`config.mk`:
```
export PLATFORM = sky130hd
export DESIGN_NAME = encoder_position_velocity_tracker
export DESIGN_NICKNAME = d
export VERILOG_FILES = /design/src/hdl/ept_pkg.sv /design/src/hdl/ept_ctrl.sv /design/src/hdl/ept_datapath.sv /design/src/hdl/encoder_position_velocity_tracker.sv
export SDC_FILE = /design/constraint.sdc
export NUM_CORES = 2
export LEC_CHECK = 0
export BUFFER_PORTS_ARGS = -buffer_cell sky130_fd_sc_hd__buf_2
export CAP_MARGIN = 20
export CORE_ASPECT_RATIO = 1.75
export CORE_UTILIZATION = 55
export DETAILED_ROUTE_END_ITERATION = 10
export GPL_TIMING_DRIVEN = 0
export PLACE_DENSITY_LB_ADDON = 0.2
export SETUP_SLACK_MARGIN = 0.3
export SYNTH_ARGS = -nofsm -noshare
export SYNTH_HDL_FRONTEND = slang
export SYNTH_SLANG_ARGS = --single-unit
```
`constraint.sdc`:
```
create_clock -name clk_i -period 11.7 [get_ports clk_i]
set_input_delay 2.925 -clock clk_i [delete_from_list [all_inputs] [get_ports clk_i]]
set_output_delay 2.925 -clock clk_i [all_outputs]
set_load 0.1 [all_outputs]
```
`src/hdl/ept_pkg.sv`:
```
`default_nettype none
package ept_pkg;

  localparam int ANGLE_IN_W   = 12;
  localparam int ANGLE_BITS   = 12;
  localparam int TURN_W       = 32;
  localparam int TIME_W       = 32;
  localparam int MIN_W        = 16;
  localparam int KEEP_W       = 11;
  localparam int POS_W        = 44;
  localparam int VEL_W        = 29;
  localparam int FILT_W       = 33;
  localparam int FRAC_BITS    = 4;
  localparam int FILT_SHIFT   = 10;
  localparam int KEEP_MAX     = 1 << FILT_SHIFT;
  localparam int ACC_W        = FILT_W + KEEP_W + 1;

  localparam int TURN_COUNTS  = 1 << ANGLE_BITS;
  localparam int HALF_TURN    = 1 << (ANGLE_BITS - 1);
  localparam int TURN_JUMP    = (TURN_COUNTS * 4) / 5;
  localparam int DIFF_BITS    = ANGLE_BITS + 1;
  localparam int MAG_BITS     = ANGLE_BITS;
  localparam int US_PER_S     = 1000000;
  localparam int US_BITS      = 20;
  localparam int NUM_BITS     = MAG_BITS + US_BITS;
  localparam int DIV_CNT_BITS = $clog2(NUM_BITS);
  localparam int VEL_LIMIT    = 204800000;
  localparam int POS_WIDE_W   = TURN_W + ANGLE_BITS;

  localparam logic signed [DIFF_BITS-1:0] JUMP_S  = DIFF_BITS'(TURN_JUMP);
  localparam logic signed [DIFF_BITS-1:0] HALF_S  = DIFF_BITS'(HALF_TURN);
  localparam logic signed [DIFF_BITS-1:0] TURN_S  = DIFF_BITS'(TURN_COUNTS);
  localparam logic signed [VEL_W-1:0]     VEL_MAX = VEL_W'(VEL_LIMIT);

  localparam int CFG_IDX_W  = 2;
  localparam int CFG_DATA_W = 16;
  localparam logic [CFG_IDX_W-1:0] CFG_DIRECTION = 2'd0;
  localparam logic [CFG_IDX_W-1:0] CFG_MIN_INT   = 2'd1;
  localparam logic [CFG_IDX_W-1:0] CFG_KEEP      = 2'd2;

  localparam logic [MIN_W-1:0]  MIN_INT_RST = 16'd10;
  localparam logic [KEEP_W-1:0] KEEP_RST    = 11'd922;

  typedef enum logic [1:0] {
    VS_FIRST = 2'd0,
    VS_SHORT = 2'd1,
    VS_OK    = 2'd2
  } vstat_e;

  typedef enum logic [2:0] {
    S_IDLE,
    S_EVAL,
    S_DIV,
    S_VEL,
    S_FILT1,
    S_FILT2,
    S_OUT
  } state_e;

  typedef struct packed {
    logic load_in;
    logic eval;
    logic div_step;
    logic vel_fix;
    logic filt_mul;
    logic filt_acc;
    logic out_load;
  } cmd_t;

  typedef struct packed {
    logic first;
    logic short_iv;
    logic div_last;
    logic out_free;
  } sts_t;

endpackage
`default_nettype wire

```
`src/hdl/ept_ctrl.sv`:
```
`default_nettype none
module ept_ctrl
  import ept_pkg::*;
(
  input  wire       clk_i,
  input  wire       rst_ni,
  input  wire       in_valid_i,
  output logic      in_ready_o,
  input  wire sts_t sts_i,
  output cmd_t      cmd_o
);

  state_e state_q, state_d;

  always_ff @(posedge clk_i or negedge rst_ni) begin
    if (!rst_ni) begin
      state_q <= S_IDLE;
    end else begin
      state_q <= state_d;
    end
  end

  always_comb begin
    state_d = state_q;
    case (state_q)
      S_IDLE: begin
        if (in_valid_i) state_d = S_EVAL;
      end
      S_EVAL: begin
        if (sts_i.first) state_d = S_OUT;
        else if (sts_i.short_iv) state_d = S_FILT1;
        else state_d = S_DIV;
      end
      S_DIV: begin
        if (sts_i.div_last) state_d = S_VEL;
      end
      S_VEL:   state_d = S_FILT1;
      S_FILT1: state_d = S_FILT2;
      S_FILT2: state_d = S_OUT;
      S_OUT: begin
        if (sts_i.out_free) state_d = S_IDLE;
      end
      default: state_d = S_IDLE;
    endcase
  end

  always_comb begin
    cmd_o      = '0;
    in_ready_o = 1'b0;
    case (state_q)
      S_IDLE: begin
        in_ready_o     = 1'b1;
        cmd_o.load_in  = in_valid_i;
      end
      S_EVAL:  cmd_o.eval     = 1'b1;
      S_DIV:   cmd_o.div_step = 1'b1;
      S_VEL:   cmd_o.vel_fix  = 1'b1;
      S_FILT1: cmd_o.filt_mul = 1'b1;
      S_FILT2: cmd_o.filt_acc = 1'b1;
      S_OUT:   cmd_o.out_load = sts_i.out_free;
      default: cmd_o = '0;
    endcase
  end

  a_accept_to_eval: assert property (@(posedge clk_i) disable iff (!rst_ni)
    in_valid_i && in_ready_o |=> state_q == S_EVAL)
    else $error("accepted word did not start evaluation");

  a_load_when_free: assert property (@(posedge clk_i) disable iff (!rst_ni)
    cmd_o.out_load |-> sts_i.out_free)
    else $error("result loaded over a pending word");

  a_first_to_out: assert property (@(posedge clk_i) disable iff (!rst_ni)
    state_q == S_EVAL && sts_i.first |=> state_q == S_OUT)
    else $error("first sample did not go straight to output");

endmodule
`default_nettype wire

```
`src/hdl/ept_datapath.sv`:
```
`default_nettype none
module ept_datapath
  import ept_pkg::*;
(
  input  wire                          clk_i,
  input  wire                          rst_ni,
  input  wire  [ANGLE_IN_W-1:0]        angle_raw_i,
  input  wire  [TIME_W-1:0]            timestamp_us_i,
  input  wire                          cfg_we_i,
  input  wire  [CFG_IDX_W-1:0]         cfg_idx_i,
  input  wire  [CFG_DATA_W-1:0]        cfg_data_i,
  input  wire cmd_t                    cmd_i,
  output sts_t                         sts_o,
  output logic                         out_valid_o,
  input  wire                          out_ready_i,
  output logic signed [POS_W-1:0]      position_counts_o,
  output logic signed [VEL_W-1:0]      velocity_cps_o,
  output logic signed [FILT_W-1:0]     speed_filtered_o,
  output logic [1:0]                   velocity_status_o
);

  // configuration
  logic              dir_neg_q;
  logic [MIN_W-1:0]  min_int_q;
  logic [KEEP_W-1:0] keep_w_q;

  always_ff @(posedge clk_i or negedge rst_ni) begin
    if (!rst_ni) begin
      dir_neg_q <= 1'b0;
      min_int_q <= MIN_INT_RST;
      keep_w_q  <= KEEP_RST;
    end else if (cfg_we_i) begin
      case (cfg_idx_i)
        CFG_DIRECTION: dir_neg_q <= cfg_data_i[0];
        CFG_MIN_INT:   min_int_q <= cfg_data_i[MIN_W-1:0];
        CFG_KEEP:      keep_w_q  <= cfg_data_i[KEEP_W-1:0];
        default: ;
      endcase
    end
  end

  // tracker state
  logic                     started_q;
  logic [TURN_W-1:0]        turn_count_q, turn_next;
  logic [ANGLE_BITS-1:0]    turn_last_q;
  logic [ANGLE_BITS-1:0]    vel_last_angle_q;
  logic [TIME_W-1:0]        vel_last_time_q;
  logic signed [FILT_W-1:0] filt_q;

  // work registers
  logic [ANGLE_BITS-1:0]    angle_q;
  logic [TIME_W-1:0]        time_q;
  logic [POS_W-1:0]         pos_q;
  logic [1:0]               vstat_q;
  logic                     neg_q;
  logic [NUM_BITS-1:0]      dividend_q;
  logic [TIME_W-1:0]        divisor_q;
  logic [TIME_W:0]          rem_q;
  logic [DIV_CNT_BITS-1:0]  cnt_q;
  logic signed [VEL_W-1:0]  vel_q;
  logic signed [ACC_W-1:0]  p1_q;

  // output stage
  logic                     out_valid_q;
  logic [POS_W-1:0]         out_pos_q;
  logic signed [VEL_W-1:0]  out_vel_q;
  logic signed [FILT_W-1:0] out_filt_q;
  logic [1:0]               out_stat_q;

  logic signed [DIFF_BITS-1:0] d_turn, dv_raw, dv;
  logic [POS_WIDE_W-1:0]       pos_wide;
  logic [TIME_W-1:0]           dt;
  logic                        short_iv;
  logic                        dv_neg;
  logic [DIFF_BITS-1:0]        dv_abs;
  logic [NUM_BITS-1:0]         num;
  logic [TIME_W:0]             rem_sh;
  logic                        ge;
  logic [VEL_W-2:0]            mag_sat;
  logic signed [VEL_W-1:0]     mag_s;
  logic [KEEP_W-1:0]           keep, wnew;
  logic signed [FILT_W-1:0]    v16;
  logic signed [ACC_W-1:0]     p1, p2, acc;

  always_comb begin
    d_turn = $signed({1'b0, angle_q}) - $signed({1'b0, turn_last_q});
    if (d_turn > JUMP_S) turn_next = turn_count_q - 1'b1;
    else if (d_turn < -JUMP_S) turn_next = turn_count_q + 1'b1;
    else turn_next = turn_count_q;
    pos_wide = {turn_next, angle_q};

    dt       = time_q - vel_last_time_q;
    short_iv = dt[TIME_W-1] || (dt == '0) || (dt < TIME_W'(min_int_q));

    dv_raw = $signed({1'b0, angle_q}) - $signed({1'b0, vel_last_angle_q});
    if (dv_raw > HALF_S) dv = dv_raw - TURN_S;
    else if (dv_raw < -HALF_S) dv = dv_raw + TURN_S;
    else dv = dv_raw;
    dv_neg = dv[DIFF_BITS-1];
    dv_abs = dv_neg ? DIFF_BITS'(-dv) : DIFF_BITS'(dv);
    num    = NUM_BITS'(dv_abs[MAG_BITS-1:0]) * NUM_BITS'(US_PER_S);

    rem_sh = {rem_q[TIME_W-1:0], dividend_q[NUM_BITS-1]};
    ge     = rem_sh >= {1'b0, divisor_q};

    mag_sat = (dividend_q > NUM_BITS'(VEL_LIMIT)) ? (VEL_W-1)'(VEL_LIMIT)
                                                 : (VEL_W-1)'(dividend_q);
    mag_s   = $signed({1'b0, mag_sat});

    keep = (keep_w_q > KEEP_W'(KEEP_MAX)) ? KEEP_W'(KEEP_MAX) : keep_w_q;
    wnew = KEEP_W'(KEEP_MAX) - keep;
    v16  = $signed({vel_q, {FRAC_BITS{1'b0}}});
    p1   = ACC_W'($signed({1'b0, keep})) * ACC_W'(filt_q);
    p2   = ACC_W'($signed({1'b0, wnew})) * ACC_W'(v16);
    acc  = p1_q + p2;
  end

  always_ff @(posedge clk_i or negedge rst_ni) begin
    if (!rst_ni) begin
      started_q        <= 1'b0;
      turn_count_q     <= '0;
      turn_last_q      <= '0;
      vel_last_angle_q <= '0;
      vel_last_time_q  <= '0;
      filt_q           <= '0;
    end else if (cmd_i.eval) begin
      turn_last_q <= angle_q;
      if (!started_q) begin
        started_q        <= 1'b1;
        vel_last_angle_q <= angle_q;
        vel_last_time_q  <= time_q;
        filt_q           <= '0;
      end else begin
        turn_count_q <= turn_next;
        if (!short_iv) begin
          vel_last_angle_q <= angle_q;
          vel_last_time_q  <= time_q;
        end
      end
    end else if (cmd_i.filt_acc) begin
      filt_q <= acc[FILT_SHIFT +: FILT_W];
    end
  end

  always_ff @(posedge clk_i) begin
    if (cmd_i.load_in) begin
      angle_q <= ANGLE_BITS'(angle_raw_i);
      time_q  <= timestamp_us_i;
    end
    if (cmd_i.eval) begin
      vel_q <= '0;
      if (!started_q) begin
        pos_q   <= '0;
        vstat_q <= VS_FIRST;
      end else begin
        pos_q <= POS_W'(pos_wide);
        if (short_iv) begin
          vstat_q <= VS_SHORT;
        end else begin
          vstat_q    <= VS_OK;
          neg_q      <= dv_neg;
          dividend_q <= num;
          divisor_q  <= dt;
          rem_q      <= '0;
          cnt_q      <= '0;
        end
      end
    end
    if (cmd_i.div_step) begin
      rem_q      <= ge ? rem_sh - {1'b0, divisor_q} : rem_sh;
      dividend_q <= {dividend_q[NUM_BITS-2:0], ge};
      cnt_q      <= cnt_q + 1'b1;
    end
    if (cmd_i.vel_fix) begin
      vel_q <= (neg_q ^ dir_neg_q) ? -mag_s : mag_s;
    end
    if (cmd_i.filt_mul) begin
      p1_q <= p1;
    end
    if (cmd_i.out_load) begin
      out_pos_q  <= pos_q;
      out_vel_q  <= vel_q;
      out_filt_q <= filt_q;
      out_stat_q <= vstat_q;
    end
  end

  always_ff @(posedge clk_i or negedge rst_ni) begin
    if (!rst_ni) begin
      out_valid_q <= 1'b0;
    end else if (cmd_i.out_load) begin
      out_valid_q <= 1'b1;
    end else if (out_ready_i) begin
      out_valid_q <= 1'b0;
    end
  end

  assign sts_o.first    = !started_q;
  assign sts_o.short_iv = short_iv;
  assign sts_o.div_last = (cnt_q == DIV_CNT_BITS'(NUM_BITS - 1));
  assign sts_o.out_free = !out_valid_q || out_ready_i;

  assign out_valid_o       = out_valid_q;
  assign position_counts_o = out_pos_q;
  assign velocity_cps_o    = out_vel_q;
  assign speed_filtered_o  = out_filt_q;
  assign velocity_status_o = out_stat_q;

  a_first_zero: assert property (@(posedge clk_i) disable iff (!rst_ni)
    out_valid_q && out_stat_q == VS_FIRST |-> out_pos_q == '0 && out_filt_q == '0)
    else $error("first sample word not zero");

  a_vel_zero: assert property (@(posedge clk_i) disable iff (!rst_ni)
    out_valid_q && out_stat_q != VS_OK |-> out_vel_q == '0)
    else $error("velocity nonzero without a measurement");

  a_vel_sat: assert property (@(posedge clk_i) disable iff (!rst_ni)
    out_valid_q |-> out_vel_q <= VEL_MAX && out_vel_q >= -VEL_MAX)
    else $error("velocity beyond saturation limit");

endmodule
`default_nettype wire

```
`src/hdl/encoder_position_velocity_tracker.sv`:
```
// Encoder position and velocity tracker.
// Input channel (in_valid_i/in_ready_o): one word of angle_raw_i and
// timestamp_us_i. Output channel (out_valid_o/out_ready_i): one word of
// position, velocity, filtered speed and status per input word.
// Configuration: cfg_we_i writes cfg_data_i to register cfg_idx_i
// (0 direction, 1 minimum interval, 2 filter keep weight); write only idle.
// The 32-step restoring divider (one quotient bit per cycle) lies on the
// path of a measured velocity only; a first sample or a short interval
// bypasses it. A new word is taken in the cycle after the result is
// loaded; the block takes no new word before then.
// The result sits in an output register: the next word is accepted and
// processed while it waits; a stalled receiver holds the block only when
// the following result is ready to load.
// Reset: tracker state and filter clear, the next sample counts as the
// first, configuration returns to its defaults, no word is pending.
`default_nettype none
module encoder_position_velocity_tracker
  import ept_pkg::*;
(
  input  wire                         clk_i,
  input  wire                         rst_ni,
  input  wire                         in_valid_i,
  output logic                        in_ready_o,
  input  wire  [ANGLE_IN_W-1:0]       angle_raw_i,
  input  wire  [TIME_W-1:0]           timestamp_us_i,
  output logic                        out_valid_o,
  input  wire                         out_ready_i,
  output logic signed [POS_W-1:0]     position_counts_o,
  output logic signed [VEL_W-1:0]     velocity_cps_o,
  output logic signed [FILT_W-1:0]    speed_filtered_o,
  output logic [1:0]                  velocity_status_o,
  input  wire                         cfg_we_i,
  input  wire  [CFG_IDX_W-1:0]        cfg_idx_i,
  input  wire  [CFG_DATA_W-1:0]       cfg_data_i
);

  cmd_t cmd;
  sts_t sts;

  ept_ctrl u_ctrl (
    .clk_i      (clk_i),
    .rst_ni     (rst_ni),
    .in_valid_i (in_valid_i),
    .in_ready_o (in_ready_o),
    .sts_i      (sts),
    .cmd_o      (cmd)
  );

  ept_datapath u_dp (
    .clk_i             (clk_i),
    .rst_ni            (rst_ni),
    .angle_raw_i       (angle_raw_i),
    .timestamp_us_i    (timestamp_us_i),
    .cfg_we_i          (cfg_we_i),
    .cfg_idx_i         (cfg_idx_i),
    .cfg_data_i        (cfg_data_i),
    .cmd_i             (cmd),
    .sts_o             (sts),
    .out_valid_o       (out_valid_o),
    .out_ready_i       (out_ready_i),
    .position_counts_o (position_counts_o),
    .velocity_cps_o    (velocity_cps_o),
    .speed_filtered_o  (speed_filtered_o),
    .velocity_status_o (velocity_status_o)
  );

endmodule
`default_nettype wire

```
==> impl_metrics.csv <==
group,metric,value,unit
hold_path,min_path_cells,0,
run_status,status,"finished, final reports clean",
critical_path,cp_slowest_stage_delay,0.77,ns
route,ant_nets,0,
synthesis,synth_edf_count,368,
floorplanning,row_count,149,
synthesis,ys.flop_type,"edfxtp_1",
synthesis,ys_seq_area_frac,0.286,
synthesis,synth_common_cells,"inv_1, nand2_1, fa_1",
hold_path,hold_end,"u_dp.position_counts_o[11]$_DFFE_PP_",
synthesis,synth_top_area_frac,0.236,
timing,finalClockSkew,0.0277,ns
synthesis,ys_ff_latch,522,
clock_tree,clk_latency,0.65,ns
synthesis,synthCells,5355,
synthesis,yosys_warnings,0,
synthesis,syn_avg_cell_area,9.75,µm²
cells_and_area,area_growth,8.84,%
global_route,grt_pass1_vias,41400,
critical_path,rr_worst_depth,41,
synthesis,synth.largest_area_cell,"fa_1",
clock_tree,clockRootBuffer,"clkbuf_16",
timing,clock.fmax,90.6,MHz
critical_path,cpMaxStageDelayCell,"clkbuf_1",
route,routedWlPerCell,20.3,µm
synthesis,yosysMostFrequentCell,"inv_1",
floorplanning,initial_core_util,0.554,
critical_path,crit_buf_inv,7,
synthesis,ys_types,80,
cells_and_area,drive_gt1_frac,0.0747,
synthesis,synthesis.nets,6438,
clock_tree,h-tree-depth,2,
clock_tree,cts_buffers,52,
timing,fin_crit_sh,0.943,
timing,period_needed,11.03,ns
synthesis,synth_area,52200,µm²
hold_path,hp-class,"flip-flop to flip-flop",
cells_and_area,final_cells,6857,
route,avgViaCountPerCell,5.65,
critical_path,r2r-end,"u_dp.filt_q[32]$_DFFE_PN0P_",
route,wl_met2,75.7,mm
global_route,grt_pass1_wl,221,mm
global_route,grt-ovfl-total,0,
critical_path,rrSetupSlack,0.67,ns
timing,whs,0.416,ns
synthesis,netlist_top_cells_area,"fa_1, edfxtp_1, ha_1, dfrtp_1, inv_1",
place,globalplace.congestion,0.962,
critical_path,crit_path_end_kind,"flip-flop",
clock_tree,path_clk_slew,0.07,ns
synthesis,synthArstFlopShare,0.295,
route,dr.pass1.iters,6,
timing,tightest_slew,1.06,ns
critical_path,cp-start-kind,"flip-flop",
clock_tree,hold_buffers,0,
timing,slew_violations,0,
timing,finalHoldViolCount,0,
critical_path,crit_type,"flip-flop to flip-flop",
clock_tree,cts_tree,"built",
cells_and_area,fin_nets,6686,
route,wl_met1,45.6,mm
place,place.detailed.hpwl,115,mm
critical_path,arrival,11.55,ns
critical_path,reg2reg_from,"u_dp.keep_w_q[10]$_DFFE_PN0P_",
critical_path,cp_max_fo,10,
hold_path,min_from,"u_dp.pos_q[11]$_SDFFCE_PN0P_",
floorplanning,dieArea,96200,µm²
global_route,antenna_found_initial,2,
route,top_signal_layer_used,"met5",
route,drt-initial-drc-count,1845,
global_route,grt_max_degree,81,
timing,max_slew_margin,0.290,
critical_path,worstPathRequired,12.22,ns
flow_run,max_cap_viol_count,0,
timing,rsz0062_at_grt,"false",
route,drcViolationCount,0,
route,drt_wl_total,139,mm
timing,finalSetupViolCount,0,
clock_tree,cts.sinks,522,
floorplanning,die_y,410,µm
critical_path,crit_path_frequent_cell,"fa_1",
route,via_count,38800,
floorplanning,ios,177,
place,io_buffers,176,
route,dr_wl_met3,5.51,mm
clock_tree,cts.path.max_buffers,3,
global_route,grt_usage,0.297,
floorplanning,core-area,94100,µm²
place,dp.cells,6756,
critical_path,crit_family,"adder cells",
timing,finalSetupTns,0,ns
floorplanning,die_x,235,µm
through the flow:
stage | utilization | worst slack [ns] | cell area [µm²]
floorplan | - | 2.57 | 52200
global placement | 0.580 | -0.702 | 54600
detailed placement | 0.584 | -0.706 | 55000
CTS | 0.603 | 0.302 | 56800
global route | 0.603 | 0.298 | 56800
finish | 0.603 | 0.668 | 56800
cell families (layout without fill, tap and decap cells):
family	after synthesis	after routing	synth area share
AO/OA/AOI/OAI	756	756	0.0940
XOR/XNOR	277	277	0.0465
adder cells (fa/ha/maj)	1016	1016	0.332
buffers and inverters	1123	1414	0.0814
flip-flops	522	522	0.286
multiplexers	84	84	0.0206
other	0	3	0
AND/OR/NAND/NOR	1577	1577	0.140
what timing repair did:
item,CTS,global route
cloned,0,0
resized for setup,8,20
setup endpoints to repair,13,6
setup buffers,0,1
cell type report:
cell class / instances / area (µm²)
fill: 8100 / 37300
inverter: 906 / 3400
clock inverter: 33 / 395
multi-input combinational: 3710 / 33100
antenna: 3 / 7.51
timing repair buffer: 194 / 1230
tap: 1208 / 1510
buffer: 217 / 867
sequential: 522 / 14900
clock buffer: 64 / 1380
sequential cells by signal (all words and copies together), names as in the netlist, 2 cells and up:
| register | cells |
|---|---|
| u_dp.velocity_status_o | 2 |
| u_dp.keep_w_q | 11 |
| u_dp.velocity_cps_o | 29 |
| u_dp.angle_q | 12 |
| u_dp.time_q | 32 |
| u_dp.min_int_q | 16 |
| u_dp.pos_q | 44 |
| u_dp.dividend_q | 32 |
| u_dp.vel_last_time_q | 32 |
| u_dp.speed_filtered_o | 33 |
| u_dp.turn_last_q | 12 |
| u_dp.vel_q | 29 |
| u_dp.filt_q | 33 |
| u_dp.divisor_q | 32 |
| u_ctrl.state_q | 3 |
| u_dp.rem_q | 32 |
| u_dp.turn_count_q | 32 |
| u_dp.position_counts_o | 44 |
| u_dp.vel_last_angle_q | 12 |
| u_dp.p1_q | 39 |
| u_dp.vstat_q | 2 |
| u_dp.cnt_q | 5 |
placed cells by master (no fill, tap or decap), drive strengths merged, types with 10 or more instances in the layout:
cell	synthesis	final
clkinv	1	15
ha	401	401
xor2	81	81
nand4	29	29
nand2	752	752
nand3	59	59
o21bai	12	12
and2	184	184
nor4	22	22
clkbuf	205	268
a211oi	21	21
inv	905	911
fa	615	615
o31ai	21	21
a22o	32	32
o21ai	166	166
or4	13	13
nor3b	15	15
edfxtp	368	368
dfrtp	146	146
a21o	58	58
nand2b	31	31
o2111ai	10	10
a21boi	20	20
and3	22	22
a21oi	217	217
nor3	65	65
or2	16	16
mux2	72	72
nor2	249	249
o211ai	15	15
a31oi	26	26
buf	12	207
or3	30	30
nor2b	67	67
o21a	47	47
xnor2	196	196
mux2i	12	12
worst register-to-register path, delay by kind of cell, from the launching register on:
family / cells / cell delay [ns]
compound gates: 15 / 3.26
fa+ha+maj: 8 / 3.64
simple gates: 8 / 0.88
flops: 1 / 0.42
xor+xnor: 3 / 0.69
buf+inv: 7 / 2.03
how the worst max path moves through the flow:
stage / end / depth (start not counted) / slack (ns) / from
6_report: u_dp.filt_q[32]$_DFFE_PN0P_ / 41 / 0.67 / u_dp.keep_w_q[10]$_DFFE_PN0P_
5_1_grt: u_dp.filt_q[32]$_DFFE_PN0P_ / 45 / 0.30 / u_dp.keep_w_q[10]$_DFFE_PN0P_
4_1_cts: u_dp.filt_q[32]$_DFFE_PN0P_ / 43 / 0.30 / u_dp.keep_w_q[10]$_DFFE_PN0P_
3_5_place_dp: u_dp.filt_q[32]$_DFFE_PN0P_ / 41 / -0.71 / u_dp.keep_w_q[10]$_DFFE_PN0P_
3_3_place_gp: u_dp.filt_q[32]$_DFFE_PN0P_ / 41 / -0.70 / u_dp.keep_w_q[10]$_DFFE_PN0P_
2_1_floorplan: u_dp.filt_q[32]$_DFFE_PN0P_ / 44 / 2.57 / u_dp.keep_w_q[10]$_DFFE_PN0P_
metal layers:
layer,global-route usage,up-vias
met5,0,-
met4,0.229,2
met3,0.0327,522
met2,0.571,1172
met1,0.287,19200
li1,-,17900
Power is left out: the tool's default activity adds up to more than one toggle a clock period on the data nets, which glitch-free logic cannot reach.
